[src/rtl/core/ecf_pkg.sv]
// ----------------------------------------------------------------------------
// ecf_pkg
// shared types, widths and codes of the electrode compensation fir unit
// ----------------------------------------------------------------------------
package ecf_pkg;

    localparam int MAX_TAPS    = 64;
    localparam int TAP_IDX_W   = $clog2(MAX_TAPS);
    localparam int LEN_W       = $clog2(MAX_TAPS + 1);

    localparam int REQ_W       = 2;
    localparam int TAP_COUNT_W = 7;
    localparam int TAP_W       = 32;
    localparam int CUR_W       = 16;
    localparam int VOLT_W      = 24;

    localparam int CFG_IDX_W   = 4;
    localparam int CFG_DATA_W  = 7;

    localparam logic [CFG_IDX_W-1:0] REG_KERNEL_ENABLE = CFG_IDX_W'(0);
    localparam logic [CFG_IDX_W-1:0] REG_TAP_COUNT     = CFG_IDX_W'(1);

    localparam int PROD_W      = TAP_W + CUR_W;
    localparam int ACC_W       = PROD_W + TAP_IDX_W + 1;
    localparam int FIN_W       = ACC_W + 2;
    localparam int FRAC_BITS   = 16;
    localparam int ROUND_HALF  = 32768;
    localparam int OUT_MAX     = 8388607;
    localparam int OUT_MIN     = -8388608;

    localparam int QUEUE_DEPTH = 2;
    localparam int QPTR_W      = $clog2(QUEUE_DEPTH);
    localparam int QCNT_W      = $clog2(QUEUE_DEPTH + 1);

    typedef enum logic [REQ_W-1:0] {
        OP_SAMPLE = 2'd0,
        OP_LOAD   = 2'd1,
        OP_INIT   = 2'd2,
        OP_NONE   = 2'd3
    } op_t;

    typedef struct packed {
        op_t                        op;
        logic                       enable;
        logic [LEN_W-1:0]           len;
        logic [TAP_IDX_W-1:0]       tap_index;
        logic signed [TAP_W-1:0]    tap_value;
        logic signed [CUR_W-1:0]    current_pa;
        logic signed [VOLT_W-1:0]   voltage_uv;
    } entry_t;

endpackage

[src/rtl/core/ecf_queue.sv]
// ----------------------------------------------------------------------------
// ecf_queue
// short fifo between decode and execution
// ----------------------------------------------------------------------------
module ecf_queue (
    input  logic            aclk,
    input  logic            aresetn,
    input  logic            in_valid,
    output logic            in_ready,
    input  ecf_pkg::entry_t in_entry,
    output logic            out_valid,
    input  logic            out_ready,
    output ecf_pkg::entry_t out_entry
);

    ecf_pkg::entry_t                  slot_reg [ecf_pkg::QUEUE_DEPTH];
    logic [ecf_pkg::QPTR_W-1:0]       wr_ptr_reg;
    logic [ecf_pkg::QPTR_W-1:0]       rd_ptr_reg;
    logic [ecf_pkg::QCNT_W-1:0]       count_reg;
    logic                             push;
    logic                             pop;

    assign in_ready  = (count_reg != ecf_pkg::QCNT_W'(ecf_pkg::QUEUE_DEPTH));
    assign out_valid = (count_reg != '0);
    assign out_entry = slot_reg[rd_ptr_reg];
    assign push      = in_valid && in_ready;
    assign pop       = out_valid && out_ready;

    always_ff @(posedge aclk) begin
        if (!aresetn) begin
            wr_ptr_reg <= '0;
            rd_ptr_reg <= '0;
            count_reg  <= '0;
        end else begin
            if (push) begin
                wr_ptr_reg <= (wr_ptr_reg == ecf_pkg::QPTR_W'(ecf_pkg::QUEUE_DEPTH - 1)) ?
                              '0 : wr_ptr_reg + 1'b1;
            end
            if (pop) begin
                rd_ptr_reg <= (rd_ptr_reg == ecf_pkg::QPTR_W'(ecf_pkg::QUEUE_DEPTH - 1)) ?
                              '0 : rd_ptr_reg + 1'b1;
            end
            if (push && !pop) begin
                count_reg <= count_reg + 1'b1;
            end else if (pop && !push) begin
                count_reg <= count_reg - 1'b1;
            end
        end
    end

    always_ff @(posedge aclk) begin
        if (push) begin
            slot_reg[wr_ptr_reg] <= in_entry;
        end
    end

endmodule

[config.mk]
export PLATFORM = sky130hd
export DESIGN_NAME = ecf_queue
export DESIGN_NICKNAME = d
export VERILOG_FILES = /design/src/rtl/core/ecf_pkg.sv /design/src/rtl/core/ecf_queue.sv
export SDC_FILE = /design/constraint.sdc
export NUM_CORES = 1
export LEC_CHECK = 0
export ABC_AREA = 1
export ABC_CLOCK_PERIOD_IN_PS = 13500
export BUFFER_PORTS_ARGS = -buffer_cell sky130_fd_sc_hd__buf_2
export CAP_MARGIN = 25
export CORE_ASPECT_RATIO = 1.25
export CORE_UTILIZATION = 56
export DETAILED_ROUTE_END_ITERATION = 12
export PLACE_DENSITY_LB_ADDON = 0.2
export SLEW_MARGIN = 0
export SYNTH_ARGS = -nofsm -noshare
export SYNTH_HDL_FRONTEND = slang
export SYNTH_SLANG_ARGS = --single-unit
[constraint.sdc]
create_clock -name aclk -period 13.5 [get_ports aclk]
set_input_delay 1.35 -clock aclk [delete_from_list [all_inputs] [get_ports aclk]]
set_output_delay 1.35 -clock aclk [all_outputs]
set_load 0.05 [all_outputs]
==> metrics.md <==
| Metric | Value |
|---|---|
| Setup Fix Bufs, Post-CTS | `0` |
| I/O pins | `182` |
| Pin count of the biggest net entering global routing | `61` |
| Slowest cell on crit path | `dfxtp_4` |
| Distinct cells, synth | `15` |
| Met2 routed WL | `6.11 mm` |
| Syn Nets | `404` |
| Leakage power | `3.20 nW` |
| Post-DR wirelength/cell | `17.2 µm` |
| Reg2Reg Setup Slack | `11.57 ns` |
| CP Capture Type | `primary output` |
| Unrepaired setup endpoints after global routing | `no` |
| Via count | `3,413` |
| Gpl congestion | `0.684` |
| Initial DRC Count | `124` |
| Min cycle time layout | `3.86 ns` |
| Dpl hpwl | `7.46 mm` |
| Mean Syn Cell Area | `21.4 µm²` |
| MaxCap Viol Count | `0` |
| DRT antenna net count | `0` |
| # port buffers | `181` |
| CTS tree | `yes` |
| Multiplexer share of the synthesized area | `0.160` |
| Cts bufs inserted | `17` |
| Origin of the critical flop-to-flop path | `count_reg[0]$_SDFFE_PN0P_` |
| Post-route clock period utilization | `0.286` |
| Critical-path cell list | `buf_4 > mux2_2 > buf_2` |
| Cells after Synth | `311` |
| Clock slew at reported path FFs | `0.06 ns` |
| Flops & latches, synth | `181` |
| CORE AREA | `0.0116 mm²` |
| Number of failing hold endpoints at the final stage | `0` |
| Total gr overflow | `0` |
| Met1 WL | `4.63 mm` |
| Synth area leaders | `edfxtp_1, mux2_2, mux2_4, dfxtp_1, buf_6` |
| Synth Area in Simple Gates | `0.0113` |
| Initial antenna violation count | `1` |
| Drt total wl | `11.7 mm` |
| Critical-path maximum fanout | `48` |
| Setup TNS | `0 ns` |
| PwrDens | `216 mW/mm²` |
| Row cnt | `44` |
| Slew Viols, Final | `0` |
| DR pass1 iterations | `4` |
| Root Driver | `clkbuf_16` |
| Max Clk Rate | `259 MHz` |
| DRC | `0` |
| CP startpoint kind | `register` |
| Largest family of logic cells by synthesized area | `multiplexers` |
| Worst-Margin Slew | `0.689 ns` |
| Peak supply drop | `0.173 mV` |
| Die span in x | `99.6 µm` |
| Leading area contributor after synthesis | `edfxtp_1` |
| Vias in the first global route | `3,402` |
| XOR/XNOR Fraction of Synth Area | `0` |
| Synthesized area | `0.00667 mm²` |
| Final setup skew | `0.0136 ns` |
| CTS resizes | `0` |
| CTS sink cnt | `181` |
| Max Used Layer | `met4` |
| RR Endpoint | `slot_reg[1][21]$_DFFE_PP_` |
| Aggregate global-route resource usage | `0.191` |
| Outcome | `completed` |
| Met3 wire len | `835 µm` |
| Final nets | `599` |
| Initial core utilization | `0.574` |
| Timing endpoint of the critical path | `out_entry[23]` |
| Die Y | `124 µm` |
| Worst Hold Launch | `rd_ptr_reg$_SDFFE_PN0P_` |
| Share of layout cells above drive strength 1 | `0.590` |
| Post-DP Area | `0.00779 mm²` |
| CTS Buffer Depth | `2` |
| Area growth, synth to finish | `26.0%` |
| First-pass GRT wire length | `17.1 mm` |
| Fin area | `0.00840 mm²` |
| Sequential-to-total area share from yosys stat | `0.808` |
| Max reg flops | `176` |
| Vias per cell | `5.01` |
| Reg2reg path depth | `6` |
| Crit path DAT | `2.51 ns` |
| Rel. slew slack | `0.541` |
| HP Class | `register to register` |
| Critical Path RT | `12.15 ns` |
| Die Footprint | `0.0123 mm²` |
| Adder-Cell Fraction of Synth Area | `0.00188` |
| Worst-skew pair later-pin latency | `0.42 ns` |
| Post-synth top area share | `0.793` |
| Critical path class | `register to primary output` |
| Ys Warns | `0` |
| Setup Viol. Count Final | `0` |
| Synth Area in Compound Gates | `0.00338` |
| CTS H-tree depth | `4` |
| Max incr delay on CP | `0.74 ns` |
| # hold bufs at CTS | `0` |
## synth_stat cells (all sizes together)
| cell type | n |
|---|---|
| edfxtp | 176 |
| nor2 | 8 |
| o21a | 1 |
| buf | 10 |
| o21ai | 2 |
| inv | 8 |
| dfxtp | 5 |
| a21oi | 1 |
| nand2 | 9 |
| nand4 | 1 |
| mux2 | 88 |
| nand3 | 1 |
| ha | 1 |
## cell type report
cell class	count	area, µm²
diodes	1	2.50
clock buffers	21	450
clock inverters	11	151
fillers	735	3220
inverters	8	30.0
multi-input cells	112	1190
flip-flops and latches	181	5390
well taps	161	201
repair buffers	186	983
## layout by cell type (no fill, tap or decap), types with 2 or more instances in the layout
cell type     n
clkbuf_16    17
edfxtp_1    176
clkbuf_1      3
mux2_2       68
nor2_4        2
buf_16        2
bufinv_16     3
nand2_1       9
buf_4         3
inv_1         8
dfxtp_1       4
clkinvlp_4    4
nor2_1        6
mux2_4       20
o21ai_0       2
buf_2       181
inv_6         2
## logic make-up (layout without fill, tap and decap cells)
group	Yosys count	after routing
buffers and inverters	18	226
flip-flops	181	181
AND/OR/NAND/NOR	19	19
multiplexers	88	88
adder cells (fa/ha/maj)	1	1
AO/OA/AOI/OAI	4	4
other	0	1
## metrics by stage
step / hold slack [ns] / total power [mW] / cells / utilization / worst slack [ns]
2_1_floorplan: 0.467 / 1.22 / 311 / - / 7.83
4_1_cts: 0.524 / 1.83 / 680 / 0.723 / 9.59
3_5_place_dp: 0.502 / 1.34 / 648 / 0.671 / 10.04
5_1_grt: 0.575 / 1.88 / 680 / 0.723 / 9.51
3_3_place_gp: 0.482 / 1.32 / 646 / 0.666 / 10.05
6_report: 0.526 / 1.82 / 681 / 0.723 / 9.64
## power breakdown
group | switching [mW] | total (mW) | leakage, nW | internal (mW)
Sequential | 0.0337 | 0.744 | 1.68 | 0.710
Clock | 0.199 | 0.496 | 0.280 | 0.297
Combinational | 0.413 | 0.577 | 1.23 | 0.164
Total | 0.645 | 1.82 | 3.20 | 1.17
## worst min-delay path by stage
stage,endpoint,cells past startpoint
floorplan,register,2
global placement,rd_ptr_reg$_SDFFE_PN0P_,2
detailed placement,register,2
CTS,register,2
global route,rd_ptr_reg$_SDFFE_PN0P_,2
finish,register,2
## metal layers
metal,global-route usage,up-vias
met2,0.322,125
met4,0.0744,0
met1,0.225,1679
li1,-,1600
met5,0,-
met3,0.0713,9
## critical path, delay by kind of cell (launching register included)
family | cells | cell delay, ns
mux | 1 | 0.42
buf+inv | 2 | 0.86
flops | 1 | 0.74
(Power assumes the default switching activity.)
