<file path="src/rtl/core/ecf_pkg.sv">
// ----------------------------------------------------------------------------
// ecf_pkg
// shared types, widths and codes of the electrode compensation fir unit
// ----------------------------------------------------------------------------
package ecf_pkg;

    localparam int MAX_TAPS    = 64;
    localparam int TAP_IDX_W   = $clog2(MAX_TAPS);
    localparam int LEN_W       = $clog2(MAX_TAPS + 1);

    localparam int REQ_W       = 2;
    localparam int TAP_COUNT_W = 7;
    localparam int TAP_W       = 32;
    localparam int CUR_W       = 16;
    localparam int VOLT_W      = 24;

    localparam int CFG_IDX_W   = 4;
    localparam int CFG_DATA_W  = 7;

    localparam logic [CFG_IDX_W-1:0] REG_KERNEL_ENABLE = CFG_IDX_W'(0);
    localparam logic [CFG_IDX_W-1:0] REG_TAP_COUNT     = CFG_IDX_W'(1);

    localparam int PROD_W      = TAP_W + CUR_W;
    localparam int ACC_W       = PROD_W + TAP_IDX_W + 1;
    localparam int FIN_W       = ACC_W + 2;
    localparam int FRAC_BITS   = 16;
    localparam int ROUND_HALF  = 32768;
    localparam int OUT_MAX     = 8388607;
    localparam int OUT_MIN     = -8388608;

    localparam int QUEUE_DEPTH = 2;
    localparam int QPTR_W      = $clog2(QUEUE_DEPTH);
    localparam int QCNT_W      = $clog2(QUEUE_DEPTH + 1);

    typedef enum logic [REQ_W-1:0] {
        OP_SAMPLE = 2'd0,
        OP_LOAD   = 2'd1,
        OP_INIT   = 2'd2,
        OP_NONE   = 2'd3
    } op_t;

    typedef struct packed {
        op_t                        op;
        logic                       enable;
        logic [LEN_W-1:0]           len;
        logic [TAP_IDX_W-1:0]       tap_index;
        logic signed [TAP_W-1:0]    tap_value;
        logic signed [CUR_W-1:0]    current_pa;
        logic signed [VOLT_W-1:0]   voltage_uv;
    } entry_t;

endpackage

</file>
<file path="src/rtl/core/ecf_front.sv">
// ----------------------------------------------------------------------------
// ecf_front
// configuration registers, request decode and queue entry build
// ----------------------------------------------------------------------------
module ecf_front (
    input  logic                                aclk,
    input  logic                                aresetn,
    input  logic                                cfg_valid,
    output logic                                cfg_ready,
    input  logic [ecf_pkg::CFG_IDX_W-1:0]       cfg_index,
    input  logic [ecf_pkg::CFG_DATA_W-1:0]      cfg_data,
    input  logic                                s_valid,
    output logic                                s_ready,
    input  logic [ecf_pkg::REQ_W-1:0]           s_req_type,
    input  logic [ecf_pkg::TAP_IDX_W-1:0]       s_tap_index,
    input  logic signed [ecf_pkg::TAP_W-1:0]    s_tap_value,
    input  logic signed [ecf_pkg::CUR_W-1:0]    s_current_pa,
    input  logic signed [ecf_pkg::VOLT_W-1:0]   s_voltage_uv,
    output logic                                push_valid,
    input  logic                                push_ready,
    output ecf_pkg::entry_t                     push_entry
);

    logic                                kernel_enable_reg;
    logic [ecf_pkg::TAP_COUNT_W-1:0]     tap_count_reg;
    logic [ecf_pkg::LEN_W-1:0]           len_in_use;
    ecf_pkg::op_t                        op;

    assign cfg_ready = 1'b1;

    always_ff @(posedge aclk) begin
        if (!aresetn) begin
            kernel_enable_reg <= 1'b0;
            tap_count_reg     <= ecf_pkg::TAP_COUNT_W'(1);
        end else if (cfg_valid) begin
            case (cfg_index)
                ecf_pkg::REG_KERNEL_ENABLE: kernel_enable_reg <= cfg_data[0];
                ecf_pkg::REG_TAP_COUNT: tap_count_reg <= cfg_data[ecf_pkg::TAP_COUNT_W-1:0];
                default: ;
            endcase
        end
    end

    // zero acts as one, anything above the maximum as the maximum
    always_comb begin
        if (tap_count_reg == '0) begin
            len_in_use = ecf_pkg::LEN_W'(1);
        end else if (32'(tap_count_reg) > ecf_pkg::MAX_TAPS) begin
            len_in_use = ecf_pkg::LEN_W'(ecf_pkg::MAX_TAPS);
        end else begin
            len_in_use = ecf_pkg::LEN_W'(tap_count_reg);
        end
    end

    assign op = ecf_pkg::op_t'(s_req_type);

    // the unused request code (OP_NONE) is taken and dropped here
    assign s_ready    = push_ready;
    assign push_valid = s_valid && (op != ecf_pkg::OP_NONE);

    always_comb begin
        push_entry.op         = op;
        push_entry.enable     = kernel_enable_reg;
        push_entry.len        = len_in_use;
        push_entry.tap_index  = s_tap_index;
        push_entry.tap_value  = s_tap_value;
        push_entry.current_pa = s_current_pa;
        push_entry.voltage_uv = s_voltage_uv;
    end

endmodule

</file>
<file path="config.mk">
export PLATFORM = sky130hd
export DESIGN_NAME = ecf_front
export DESIGN_NICKNAME = d
export VERILOG_FILES = /design/src/rtl/core/ecf_pkg.sv /design/src/rtl/core/ecf_front.sv
export SDC_FILE = /design/constraint.sdc
export NUM_CORES = 1
export LEC_CHECK = 0
export BUFFER_PORTS_ARGS = -buffer_cell sky130_fd_sc_hd__buf_4
export CORE_AREA = 2 2 72 74
export CTS_BUF_LIST = sky130_fd_sc_hd__clkbuf_8
export DETAILED_ROUTE_END_ITERATION = 10
export DIE_AREA = 0 0 74 76
export PLACE_DENSITY = 0.76
export SKIP_LAST_GASP = 1
export SYNTH_ARGS = -nofsm -noshare
export SYNTH_HDL_FRONTEND = slang
export SYNTH_SLANG_ARGS = --single-unit
export TNS_END_PERCENT = 1
</file>
<file path="constraint.sdc">
create_clock -name aclk -period 0.9 [get_ports aclk]
set_clock_uncertainty 0.05 [all_clocks]
set_input_delay 0.09 -clock aclk [delete_from_list [all_inputs] [get_ports aclk]]
set_output_delay 0.09 -clock aclk [all_outputs]
set_load 0.005 [all_outputs]
</file>
==> results of run 1 <==
==> critical path, delay by kind of cell (launching register included) <==
kind                   cells  cell delay (ns)
buffers and inverters      1             0.11
AO/OA/AOI/OAI              1             0.08
AND/OR/NAND/NOR            2             0.29
flip-flops                 1             0.31
==> worst min-delay path by stage <==
stage / start / end / slack [ns] / cells after the start
finish: cfg_data[5] / tap_count_reg[5] / 0.08 / 3
global placement: s_voltage_uv[12] / push_entry[12] / 0.13 / 0
floorplan: cfg_data[0] / kernel_enable_reg / 0.18 / 2
global route: cfg_data[5] / tap_count_reg[5] / 0.07 / 3
detailed placement: s_voltage_uv[12] / push_entry[12] / 0.13 / 0
CTS: cfg_data[5] / tap_count_reg[5] / 0.07 / 3
==> power groups by stage <==
stage	combinational (mW)	sequential, mW	clock (mW)
4_1_cts	0.132	0.365	0.425
2_1_floorplan	0.337	0.369	0
6_report	0.129	0.365	0.418
3_3_place_gp	0.129	0.370	0
5_1_grt	0.141	0.365	0.444
3_5_place_dp	0.131	0.370	0
==> cells in the mapped netlist, drive strengths merged, types with 2 or more instances <==
master / n
nand2: 14
buf: 85
nor2b: 7
nor2: 2
dfxtp: 8
mux2i: 8
==> final cells by class <==
class,instances,area share
multi-input cells,38,0.331
repair buffers,31,0.299
flip-flops and latches,8,0.205
well taps,70,0.112
clock buffers,3,0.0530
==> cells by family after synthesis <==
| family | Yosys count | synth area share |
|---|---|---|
| buffers and inverters | 86 | 0.611 |
| AND/OR/NAND/NOR | 27 | 0.145 |
| multiplexers | 8 | 0.0761 |
| flip-flops | 8 | 0.152 |
| AO/OA/AOI/OAI | 2 | 0.0119 |
| other | 1 | 0.00356 |
==> routing by layer <==
layer	vias up	track usage	wire, microns
li1	220	-	-
met1	229	0.0371	513
met2	43	0.0857	749
met3	34	0.0516	334
met4	0	0.105	222
met5	-	0	0
==> what timing repair did <==
item,CTS,global route
gates resized for setup,1,1
endpoints found under the setup margin,7,7
pin swaps,2,1
endpoints found under the hold margin,0,0
cloned,0,0
==> through the flow <==
step	area, sq um	hold WS, ns	total power, mW	util
3_5_place_dp	729	0.130	0.502	0.148
3_3_place_gp	729	0.130	0.499	0.148
4_1_cts	776	0.0734	0.921	0.158
2_1_floorplan	1050	0.182	0.706	-
5_1_grt	779	0.0696	0.950	0.159
6_report	779	0.0758	0.913	0.159
==> flow_metrics.py, run 1 <==
metrics = {
    "outcome": {
        "status": "finished with violations",
        "violations": "negative setup slack",
    },
    "floorplan": {
        "initial_core_util": 0.214,
        "die_h_microns": 76,
        "die_w_microns": 74,
        "num_rows": 26,
        "ios": 187,
        "die_area_sq_um": 5620,
        "coreArea_sq_um": 4910,
    },
    "run": {
        "maxCapViolCount": 0,
    },
    "power_and_ir_drop": {
        "p_leak_nw": 0.327,
        "comb_power_share": 0.142,
        "p_clk_frac": 0.458,
        "seqPwrFrac": 0.400,
        "p_sw_frac": 0.200,
        "ir_drop_mv": 0.273,
        "p_switching_mw": 0.182,
        "powerDensity_nw_per_um2": 1170,
        "p_int_mw": 0.731,
    },
    "global_routing": {
        "gr-usage-all-layers": 0.0635,
        "grt_pass1_vias": 557,
        "grt_start_max_net_pins": 17,
        "antenna_found_initial": 0,
        "grt_pass1_wl_mm": 2.55,
        "gr-total-overflow": 0,
    },
    "sta": {
        "period_needed_ns": 1.15,
        "setup_viol": 7,
        "hold_viol": 0,
        "rsz0062_at_grt": "true",
        "fin_ws_ns": -0.253,
        "drv_slew": 0,
        "finalCritPeriodShare": 1.28,
        "fmax_ghz": 0.867,
        "setup_tns_ns": -1.26,
    },
    "synthesis": {
        "syn-cell-area_sq_um": 1050,
        "synth_edf_count": 0,
        "synth_area_leaders": "buf_4 (59%), dfxtp_1 (15%), mux2i_1 (7.6%)",
        "yosysWarnings": 0,
        "synth_cell_types": 16,
        "syn_nets": 228,
        "syn_inst": 132,
        "synthArstFlopShare": 0,
        "ys.flop_type": "dfxtp_1",
        "yosysTopAreaCellShare": 0.592,
        "synth_seq_cells": 8,
        "avgSynthCellArea_sq_um": 7.97,
        "synth-seq-area-share": 0.152,
        "synth_largest_area_cell": "buf_4",
    },
    "clock_network": {
        "root_buffer": "clkbuf_8",
        "clk_latency_ns": 0.22,
        "cts-hold-fix-buffers": 0,
        "tritoncts": "yes",
        "clkTransAtPathRegs_ns": 0.04,
        "clk_path_buf_depth": 2,
        "post_cts_buffers": 0,
        "htreeDepth": 1,
        "numClockSinks": 8,
        "cts_buffers": 3,
    },
    "setup_path": {
        "path_cells": "nor3_2 -> a21oi_2 -> nor2_1 -> buf_4",
        "required_ns": 0.76,
        "cp_max_fo": 2,
        "critPathLaunch": "tap_count_reg[1]",
        "critPathKind": "reg -> out",
        "slowest_delay_ns": 0.31,
        "crit_end": "push_entry[78]",
        "critical-path-slowest-cell": "dfxtp_1",
        "timing.rr.start": "tap_count_reg[6]",
        "timing.rr.end": "tap_count_reg[6]",
        "rrSetupSlack_ns": 0.10,
        "arrival_ns": 1.01,
        "r2r.worst_path.cells": 2,
        "critPathLaunchType": "flop",
        "end_kind": "output pin",
    },
    "finish": {
        "drive_above_1_share": 0.475,
        "seq_area_sq_um": 160,
        "areaGrowthSynthToFinish_pct": -25.9,
        "n_antenna_cell": 0,
        "multiInputGateArea_sq_um": 258,
        "final_cell_mix": "buf_4 (31), nand2_1 (14), mux2i_1 (8), dfxtp_1 (8), nor2b_1 (7)",
        "largest_register_ffs": 7,
        "fin_cells": 150,
        "nets": 178,
        "layout_commonest_cell": "buf_4",
        "nFillCells": 553,
    },
    "place": {
        "routabilityCongestion": 0.732,
        "pre_cts_ws_ns": -0.175,
        "dp.cells": 147,
        "place_hpwl_mm": 1.50,
        "io_buffers": 27,
    },
    "routing": {
        "drt-total-wl_mm": 1.82,
        "firstDrtPassIters": 2,
        "avgViaCountPerCell": 3.51,
        "avgRoutedWirePerCell_microns": 12.1,
        "dr.first_iter.drc_count": 12,
        "drc": 0,
        "drtAntennaViolNets": 0,
        "vias": 526,
    },
    "min_path": {
        "hold_path.class": "in -> reg",
    },
}
(Power assumes the default switching activity.)
==> run 2, diff against run 1 <==
Settings changed: SKIP_LAST_GASP 1 to not set.
==> run 2 against run 1 <==
Effect of this change:
- the run still ends with negative setup slack left
- critical path depth unchanged
- combinational power hardly changed
- clock-buffer cell count is the same
- sequential cell count unchanged
- sequential power barely moved
- die area did not move
- core utilization up 0.51 points
- register-to-register slack better by 0.08 ns
- critical path type unchanged
- highest routed layer unchanged
==> flow_metrics.py, run 2 (same netlist as run 1, synthesis figures left out) <==
metrics = {
    "setup_path": {
        "arrival_ns": 1.01,
        "cp_num_buf_inv": 1,
        "critPathLaunchType": "flop",
        "critical-path-slowest-cell": "dfxtp_2",
        "slowest_delay_ns": 0.32,
        "path_cells": "nor3_2 -> a21oi_2 -> nor2_1 -> buf_4",
        "cp_max_fo": 2,
        "crit_family": "flip-flops",
        "critPathKind": "reg -> out",
        "required_ns": 0.76,
        "end_kind": "output pin",
    },
    "global_routing": {
        "grt_pass1_wl_mm": 2.55,
        "grt-busiest-layer": "met4",
        "antenna_found_initial": 0,
        "use_met3": 0.0516,
        "gr-total-overflow": 0,
        "use_met2": 0.0857,
        "gr-usage-all-layers": 0.0635,
        "gr-usage-met1": 0.0371,
        "grt_pass1_vias": 557,
        "grt_start_max_net_pins": 17,
    },
    "routing": {
        "drt-total-wl_mm": 1.82,
        "avgViaCountPerCell": 3.54,
        "vias": 531,
        "avgRoutedWirePerCell_microns": 12.1,
        "dr.first_iter.drc_count": 8,
        "firstDrtPassIters": 4,
        "drtAntennaViolNets": 0,
        "drc": 0,
    },
    "outcome": {
        "status": "finished with violations",
        "violations": "negative setup slack",
    },
    "finish": {
        "nFillCells": 549,
        "nets": 178,
        "areaGrowthSynthToFinish_pct": -23.5,
        "n_antenna_cell": 0,
        "drive_above_1_share": 0.563,
        "final_cell_mix": "buf_4 (29), nand2_1 (14), mux2i_1 (8)",
        "largest_register_ffs": 7,
        "layout_commonest_cell": "buf_4",
        "fin_util": 0.164,
    },
    "power_and_ir_drop": {
        "p_leak_nw": 0.332,
        "ir_drop_mv": 0.273,
        "powerDensity_nw_per_um2": 1130,
    },
    "floorplan": {
        "die_h_microns": 76,
        "initial_core_util": 0.214,
        "ios": 187,
        "die_w_microns": 74,
        "num_rows": 26,
        "die_area_sq_um": 5620,
        "coreArea_sq_um": 4910,
    },
    "sta": {
        "drv_slew": 0,
        "fin_ws_ns": -0.248,
        "finalCritPeriodShare": 1.28,
        "setup_tns_ns": -0.773,
        "hold_viol": 0,
        "setup_viol": 6,
        "period_needed_ns": 1.15,
        "fmax_ghz": 0.871,
        "rsz0062_at_grt": "true",
    },
    "clock_network": {
        "post_cts_buffers": 0,
        "clkTransAtPathRegs_ns": 0.04,
        "cts_buffers": 3,
        "root_buffer": "clkbuf_8",
        "clk_latency_ns": 0.22,
        "cts-hold-fix-buffers": 0,
        "numClockSinks": 8,
        "htreeDepth": 1,
        "clk_path_buf_depth": 2,
        "tritoncts": "yes",
    },
    "place": {
        "place_hpwl_mm": 1.50,
        "routabilityCongestion": 0.732,
        "io_buffers": 27,
        "pre_cts_ws_ns": -0.175,
    },
    "run": {
        "maxCapViolCount": 0,
    },
    "min_path": {
        "hold_path.class": "in -> reg",
    },
}
-- run 2: cell counts in the layout (fill, tap and decap cells not counted) --
No cell type changed its count.
-- run 2: layout make-up --
class | instances | area (sq um) | area share
Tap cell | 70 | 87.6 | 0.109
Clock buffer | 3 | 41.3 | 0.0513
Multi-Input combinational cell | 38 | 265 | 0.330
Timing Repair Buffer | 31 | 240 | 0.299
Sequential cell | 8 | 170 | 0.212
-- run 2: worst reg2reg max path, cell delays in order (launching register included) --
cell	delay [ns]
dfxtp_2	0.32
buf_4	0.13
nand2_1	0.05
mux2i_1	0.06
-- run 2: timing repair --
item / in CTS / in global routing
pin swaps: 2 / 1
resized for setup: 7 / 6
setup endpoints to repair: 7 / 6
cloned: 0 / 0
-- run 2: path summary, 6_finish.rpt --
| check | from | cells after the start | end | slack [ns] |
|---|---|---|---|---|
| min reg2reg | kernel_enable_reg | 2 | kernel_enable_reg | 0.41 |
| min | cfg_data[5] | 3 | tap_count_reg[5] | 0.07 |
| max | tap_count_reg[1] | 4 | push_entry[78] | -0.25 |
| max reg2reg | tap_count_reg[1] | 3 | tap_count_reg[1] | 0.18 |
-- run 2: per-layer routing --
layer  vias up  wire length [microns]
met1       234                    511
li1        220                      -
met3        34                    334
met5         -                      0
met2        43                    751
met4         0                    222
-- run 2: report_power, final --
| part | switching [mW] | leakage (nW) | total [mW] | internal (mW) |
|---|---|---|---|---|
| logic | 0.0485 | 0.243 | 0.131 | 0.0823 |
| clock network | 0.128 | 0.0216 | 0.417 | 0.289 |
| registers | 0.00453 | 0.0679 | 0.363 | 0.359 |
-- run 2: per-stage QoR --
stage	hold slack, ns	total power, mW	area, sq um	cells
final	0.0675	0.911	805	150
after global routing	0.0622	0.950	805	150
after CTS	0.0659	0.919	785	150
after detailed placement	0.130	0.502	729	147
after global placement	0.130	0.499	729	147
after floorplan	0.182	0.706	1050	132
